===== src/rtl/core/lice_pkg.sv =====
// shared types, constants and helpers of the inverse-log calibration pipeline
`timescale 1ns / 1ps
`default_nettype none
package lice_pkg;

	// register indexes of the configuration port
	localparam int REG_W = 3;
	localparam logic [REG_W-1:0] REG_X_OFFSET = 3'd0;
	localparam logic [REG_W-1:0] REG_COEF_0   = 3'd1;
	localparam logic [REG_W-1:0] REG_COEF_1   = 3'd2;
	localparam logic [REG_W-1:0] REG_COEF_2   = 3'd3;
	localparam logic [REG_W-1:0] REG_COEF_3   = 3'd4;
	localparam int NCOEF = 4;

	// datapath widths
	localparam int CH_W   = 16;
	localparam int OFF_W  = 24;
	localparam int CFG_W  = 32;
	localparam int D_W    = 26;
	localparam int AD_W   = 25;
	localparam int Q_W    = 33;
	localparam int PMAG_W = 56;
	localparam int CMAG_W = 32;
	localparam int ACC_W  = 59;
	localparam int ARG_W  = 30;
	localparam int VAL_W  = 32;

	// fixed-point constants
	localparam logic [Q_W-1:0]    U_MAX    = 33'h0_FFFF_FFFF;
	localparam logic [Q_W-1:0]    U_NUM    = 33'h1_0000_0000;
	localparam logic [PMAG_W-1:0] PROD_LIM = 56'h80_0000_0000_0000;
	localparam logic [PMAG_W-1:0] Q24_ONE  = 56'h00_0000_0100_0000;
	localparam logic signed [ACC_W-1:0] ARG_LIM = 59'sh000_0000_1000_0000;
	localparam logic [29:0] LN2_Q30   = 30'd744261118;
	localparam logic [9:0]  LN2_RECIP = 10'd369;

	// values that travel along the polynomial steps
	typedef struct packed {
		logic                     sat;
		logic [Q_W-1:0]           u_mag;
		logic                     u_neg;
		logic [PMAG_W-1:0]        p_mag;
		logic                     p_neg;
		logic signed [ACC_W-1:0]  acc;
		logic [PMAG_W-1:0]        t_mag;
		logic                     t_neg;
	} poly_t;

	// add a sign-magnitude term to the running sum
	function automatic logic signed [ACC_W-1:0] add_term(
		input logic signed [ACC_W-1:0] acc,
		input logic [PMAG_W-1:0]       mag,
		input logic                    neg
	);
		logic signed [ACC_W-1:0] tv;
		tv = $signed({{(ACC_W-PMAG_W){1'b0}}, mag});
		return neg ? acc - tv : acc + tv;
	endfunction

endpackage
`default_nettype wire


===== src/rtl/core/lice_recip.sv =====
// channel minus offset and pipelined restoring reciprocal, one quotient bit a stage
`timescale 1ns / 1ps
`default_nettype none
module lice_recip (
	input  logic                        clk,
	input  logic                        arst_n,
	input  logic                        en,
	input  logic                        v_in,
	input  logic [lice_pkg::CH_W-1:0]   channel,
	input  logic signed [lice_pkg::OFF_W-1:0] x_offset,
	output logic                        v_out,
	output logic [lice_pkg::Q_W-1:0]    u_mag,
	output logic                        u_neg,
	output logic                        sat
);
	import lice_pkg::*;

	logic signed [D_W-1:0] d_s1;
	logic                  v_s1;
	logic [AD_W-1:0]       abs_d;

	logic [AD_W-1:0] rem_s  [0:Q_W];
	logic [Q_W-1:0]  nq_s   [0:Q_W];
	logic [AD_W-1:0] ad_s   [0:Q_W];
	logic            neg_s  [0:Q_W];
	logic            zero_s [0:Q_W];
	logic            vd_s   [0:Q_W];

	// difference in Q.8
	always_ff @(posedge clk) begin
		if (en)
			d_s1 <= $signed({2'b00, channel, 8'h00}) - D_W'(x_offset);
	end

	assign abs_d = d_s1[D_W-1] ? AD_W'(-d_s1) : AD_W'(d_s1);

	// magnitude and rounded numerator
	always_ff @(posedge clk) begin
		if (en) begin
			rem_s[0]  <= '0;
			nq_s[0]   <= U_NUM + Q_W'(abs_d >> 1);
			ad_s[0]   <= abs_d;
			neg_s[0]  <= d_s1[D_W-1];
			zero_s[0] <= (d_s1 == '0);
		end
	end

	// valid chain of the front stages
	always_ff @(posedge clk or negedge arst_n) begin
		if (!arst_n) begin
			v_s1     <= 1'b0;
			vd_s[0]  <= 1'b0;
		end else if (en) begin
			v_s1     <= v_in;
			vd_s[0]  <= v_s1;
		end
	end

	// divider stages
	for (genvar j = 0; j < Q_W; j++) begin : g_div
		logic [AD_W:0] trial;
		logic          ge;
		logic [AD_W:0] diff;

		assign trial = {rem_s[j], nq_s[j][Q_W-1]};
		assign ge    = trial >= {1'b0, ad_s[j]};
		assign diff  = trial - {1'b0, ad_s[j]};

		always_ff @(posedge clk) begin
			if (en) begin
				rem_s[j+1]  <= ge ? diff[AD_W-1:0] : trial[AD_W-1:0];
				nq_s[j+1]   <= {nq_s[j][Q_W-2:0], ge};
				ad_s[j+1]   <= ad_s[j];
				neg_s[j+1]  <= neg_s[j];
				zero_s[j+1] <= zero_s[j];
			end
		end

		always_ff @(posedge clk or negedge arst_n) begin
			if (!arst_n)
				vd_s[j+1] <= 1'b0;
			else if (en)
				vd_s[j+1] <= vd_s[j];
		end
	end

	// saturation of u at the largest positive value
	always_ff @(posedge clk) begin
		if (en) begin
			if (zero_s[Q_W] || (!neg_s[Q_W] && nq_s[Q_W][Q_W-1])) begin
				u_mag <= U_MAX;
				u_neg <= 1'b0;
				sat   <= 1'b1;
			end else begin
				u_mag <= nq_s[Q_W];
				u_neg <= neg_s[Q_W];
				sat   <= 1'b0;
			end
		end
	end

	always_ff @(posedge clk or negedge arst_n) begin
		if (!arst_n)
			v_out <= 1'b0;
		else if (en)
			v_out <= vd_s[Q_W];
	end

endmodule
`default_nettype wire


===== config.mk =====
export PLATFORM = sky130hd
export DESIGN_NAME = lice_recip
export DESIGN_NICKNAME = d
export VERILOG_FILES = /design/src/rtl/core/lice_pkg.sv /design/src/rtl/core/lice_recip.sv
export SDC_FILE = /design/constraint.sdc
export NUM_CORES = 2
export LEC_CHECK = 0
export BUFFER_PORTS_ARGS = -buffer_cell sky130_fd_sc_hd__buf_2
export CAP_MARGIN = 40
export CORE_MARGIN = 2
export CORE_UTILIZATION = 50
export CTS_BUF_LIST = sky130_fd_sc_hd__clkbuf_16
export CTS_CLUSTER_SIZE = 12
export DETAILED_ROUTE_END_ITERATION = 8
export GPL_TIMING_DRIVEN = 1
export PLACE_DENSITY = 0.67
export SLEW_MARGIN = 20
export SYNTH_ARGS = -nofsm -noshare
export SYNTH_HDL_FRONTEND = slang
export SYNTH_SLANG_ARGS = --single-unit

===== constraint.sdc =====
create_clock -name clk -period 4 [get_ports clk]
set_input_delay 0.4 -clock clk [delete_from_list [all_inputs] [get_ports clk]]
set_output_delay 0.4 -clock clk [all_outputs]
set_load 0.005 [all_outputs]

Yosys cells after proc, flatten, opt, wreduce, memory -nomap -nowiden:

Memory sizes are Yosys's and may differ from the RTL's.
Index checks and enable logic that the tools add are counted.

* bits in registers: 97
* output and inout bits: 36
* input bits: 44
* RAM bits: 2890
* memories kept: 5

Memories
* nq_s: depth 34, bits a word 33, read ports 34, clocked after memory_dff 0, write ports 34, RTL line lice_recip.sv:23 `logic [Q_W-1:0] nq_s [0:Q_W];`
* ad_s: depth 34, bits a word 25, read ports 33, clocked after memory_dff 0, write ports 34, RTL line lice_recip.sv:24 `logic [AD_W-1:0] ad_s [0:Q_W];`
* rem_s: depth 34, bits a word 25, read ports 33, clocked after memory_dff 0, write ports 34, RTL line lice_recip.sv:22 `logic [AD_W-1:0] rem_s [0:Q_W];`
* neg_s: depth 34, bits a word 1, read ports 34, clocked after memory_dff 0, write ports 34, RTL line lice_recip.sv:25 `logic neg_s [0:Q_W];`
* zero_s: depth 34, bits a word 1, read ports 34, clocked after memory_dff 0, write ports 34, RTL line lice_recip.sv:26 `logic zero_s [0:Q_W];`

* $add $sub $neg: 36
* reduce and logical (&&, ||, !) cells: 4
* mux-type cells: 37
* magnitude comparators: 33

Operators with widths (number)
* >= comparator 26 x 25 -> 1 bit: 33
* two-way mux 25 bit: 34
* subtractor 25 bit: 33
* adder 33 x 24 -> 33 bit, first input constant: 1
* logical NOT 26 bit: 1
* subtractor 25 x 24 -> 26 bit: 1
* negation 25 bit: 1
* two-way mux 1 bit: 3
* logical AND 1 bit: 1
* logical NOT 1 bit: 1
* logical OR 1 bit: 1

Logic depth before layout (Yosys ltp):

* depth after elaboration: 4
* gate-level depth with buffers: 16

Worst setup path after synthesis:

Ideal clock, no wire load.

* kind: flip-flop to flip-flop
* from: memory ad_s[15][18]
* to: memory rem_s[16][10] (data pin)
* required time: 3.740 ns
* library setup time: 0.260 ns
* period minus slack after synthesis: 4.186 ns
* path buffers: 1
* stages on the path, launching flop included: 16
* setup slack: -0.186 ns
* data arrival time: 3.926 ns
* cells stage by stage: edfxtp_1 -> inv_1 -> ha_1 -> inv_1 -> fa_1 -> a211o_1 -> a211o_1 -> a31o_1 -> a31o_1 -> a221o_2 -> and3_4 -> o21a_1 -> a221o_2 -> a31oi_4 -> buf_12 -> mux2_4

RTL lines (RTL line)
* start, declared: lice_recip.sv:24
* end, declared: lice_recip.sv:22

==> run_results.csv <==
group,metric,value,unit
yosys,syn_area_per_cell,12.1,sq um
timing,max_slew_margin,33.0,%
critical_path,cp-start-kind,"register",
run_status,status,"complete, but fails checks",
clock_tree,clk_pin_slew_worst_paths,0.06,ns
pwr,power.density,807,mW/mm^2
yosys,synth_cells,9937,
cells_and_area,fillers,19600,
yosys,syn_nets,10800,
placed_design,port_buffers,79,
global_routing,grt_pass1_wl,417000,microns
routing,first_iter_violations,5902,
timing,drv_slew,0,
cells_and_area,final_cell_count_no_fill,13800,
die,core_area,0.240,sq mm
timing,clock_skew,0.0623,ns
cells_and_area,layout_common_cells,"edfxtp_1 (2,315), inv_1 (1,049), ha_1 (817)",
timing,finalSetupViolations,24,
die,row_count,180,
pwr,power_switching,38900,uW
yosys,syn_area,0.120,sq mm
pwr,worst_ir_drop_vdd,563,uV
routing,firstDrtPassIters,6,
die,num_io_pins,80,
timing,hold_viol_final,0,
placed_design,dp.cells,13300,
timing,worstMarginPinSlew,1.01,ns
die,die_y,495,microns
die,dieArea,0.245,sq mm
yosys,synth-edff-count,2315,
pwr,power.share.clock,22.1,%
timing,rsz0062_at_grt,"true",
critical_path,crit_arrival,4.81,ns
cells_and_area,nNetsFinal,11300,
routing,drc,0,
yosys,synth_top_flop_cell,"edfxtp_1",
critical_path,crit_type,"register to register",
pwr,combPwrFrac,42.2,%
timing,fmax,0.239,GHz
pwr,p_int,71300,uW
die,die_x,495,microns
clock_tree,cts_sinks,2351,
routing,vias,77000,
pwr,pwr-share-seq,35.7,%
yosys,synth_cell_types,85,
global_routing,grt_max_degree,184,
run_status,violations,"setup timing",
timing,setup_ws,-0.177,ns
timing,fin_crit,4.18,ns
cells_and_area,fin_area,0.136,sq mm
yosys,async_flop_share,1.53,%
cells_and_area,mostFrequentLayoutCell,"edfxtp_1",
global_routing,grt_pass1_vias,75400,
critical_path,critical_path.endpoint_type,"register",
clock_tree,clk-insertion-delay-late,0.93,ns
global_routing,grt_use_total,21.4,%
routing,wl_per_cell,19.3,microns
placed_design,place_congestion,0.946,
clock_tree,h-tree-depth,5,
yosys,ys_warn_count,0,
yosys,ys_seq_area_share,58.5,%
critical_path,required,4.63,ns
global_routing,grt-ovfl-total,0,
clock_tree,cts_buffers,281,
cells_and_area,drive_gt1_share,10.8,%
routing,ant_nets,0,
routing,routed_wl,267000,microns
routing,viasPerCell,5.57,
yosys,ys_seq_elements,2351,
pwr,swShare,35.3,%
die,initial_core_util,50.2,%
placed_design,dpl.hpwl,196000,microns
placed_design,dp_slack,-0.161,ns
clock_tree,cts_tree,"done",
timing,timing.final.crit_share,104,%
cells_and_area,final_core_util,56.8,%
cells_and_area,synthToLayoutAreaGrowth,13.3,%
timing,hold_ws,0.0525,ns
clock_tree,cts-root-buf,"clkbuf_16",
job,drv_cap,0,
placed_design,dpl_cell_area,0.127,sq mm
global_routing,antenna_found_initial,8,
clock_tree,cts_max_path_buffers,4,
critical_path,cp_max_fo,19,
pwr,leakagePower,0.0548,uW
hold_path,hp-class,"primary input to register",
repair_timing:
| item | in CTS | in global routing |
|---|---|---|
| pin swaps | 3 | 26 |
| setup endpoints to repair | 91 | 327 |
| buffers inserted | 3 | 17 |
| gates cloned | 1 | 7 |
| hold buffers | 43 | 1 |
| resized for setup | 12 | 65 |
| hold endpoints to repair | 95 | 2 |
final cells by class:
cell class,instances,area (sq um),share of cell area [%]
Inverter,999,3750,2.75
Sequential cell,2351,70400,51.6
Tap cell,3185,3990,2.92
Multi-Input combinational cell,6396,45900,33.7
Clock inverter,177,1530,1.12
Antenna cell,6,15.0,0.0110
Clock buffer,285,7130,5.23
Timing Repair Buffer,410,3640,2.67
per-stage QoR:
step	total power (uW)	setup TNS [ns]
after global routing	117000	-5.71
final	110000	-2.35
after global placement	83800	-5.56
after floorplan	71700	-0.781
after CTS	110000	-2.69
after detailed placement	84800	-4.78
state kept, by name, summed over array words and instances (netlist names):
name / cells
zero_s: 34
neg_s: 34
ad_s: 816
v_out: 1
u_mag: 33
sat: 1
nq_s: 570
rem_s: 800
d_s1: 26
vd_s: 34
v_s1: 1
u_neg: 1
worst paths after layout:
path                                   start            to  slack (ns)  cells after the start
worst max-delay path            ad_s[15][18]  rem_s[16][2]       -0.18                     15
worst min-delay path            x_offset[16]      d_s1[16]        0.05                      4
worst max register to register  ad_s[15][18]  rem_s[16][2]       -0.18                     15
worst min register to register   nq_s[13][0]   nq_s[14][1]        0.37                      0
max in group asynchronous             arst_n      vd_s[27]        3.12                      4
min in group asynchronous             arst_n         v_out        0.51                      3
worst max-delay path: stages, from the launching register on:
cell	delay [ns]
edfxtp_1	0.40
inv_2	0.09
ha_4	0.13
inv_2	0.03
fa_2	0.33
a211o_1	0.29
a211o_1	0.26
a31o_1	0.25
a31o_1	0.27
a221o_2	0.37
and3_4	0.19
o21a_1	0.19
a221o_2	0.36
a31oi_4	0.18
buf_12	0.22
mux2_2	0.35
power by group through the flow:
stage,sequential [uW],clock (uW),combinational [uW]
3_5_place_dp,39800,0,45000
2_1_floorplan,37900,0,33800
5_1_grt,39900,25800,51700
4_1_cts,39400,24900,45500
3_3_place_gp,39800,0,43900
6_report,39400,24300,46500
cell families after synthesis:
family	Yosys count	synth area share, %
AO/OA/AOI/OAI	2415	12.3
flip-flops	2351	58.5
AND/OR/NAND/NOR	2111	8.34
buffers and inverters	1193	3.75
adder cells (fa/ha/maj)	851	9.04
XOR/XNOR	704	5.12
multiplexers	312	2.96
synthesized netlist by cell type (all sizes together) (26+ instances only):
cell type | n | area share (%)
nand2 | 617 | 1.9
edfxtp | 2315 | 58
xnor2 | 430 | 3.1
a21oi | 827 | 3.4
dfrtp | 36 | 0.75
nor4 | 47 | 0.24
clkbuf | 169 | 0.53
inv | 999 | 3.1
ha | 820 | 8.5
o31ai | 53 | 0.33
a21boi | 26 | 0.16
nand3 | 146 | 0.61
fa | 31 | 0.52
a31oi | 68 | 0.37
nand2b | 137 | 0.71
o21ai | 610 | 2.5
nor2 | 587 | 1.8
a21o | 319 | 2.0
o211ai | 39 | 0.24
mux2 | 299 | 2.9
and2 | 37 | 0.19
and3 | 61 | 0.32
a211oi | 55 | 0.35
o21a | 89 | 0.55
nand4 | 115 | 0.60
nor3 | 123 | 0.51
nor2b | 102 | 0.53
or3 | 33 | 0.17
xor2 | 274 | 2.0
o21bai | 99 | 0.62
metal layers:
| layer | track usage (%) | wire length, microns |
|---|---|---|
| met5 | 0 | 13 |
| met4 | 7.07 | 8400 |
| met3 | 3.33 | 14000 |
| met2 | 33.4 | 120000 |
| met1 | 30.7 | 124000 |
No activity file was read; power rests on OpenSTA's default activity.
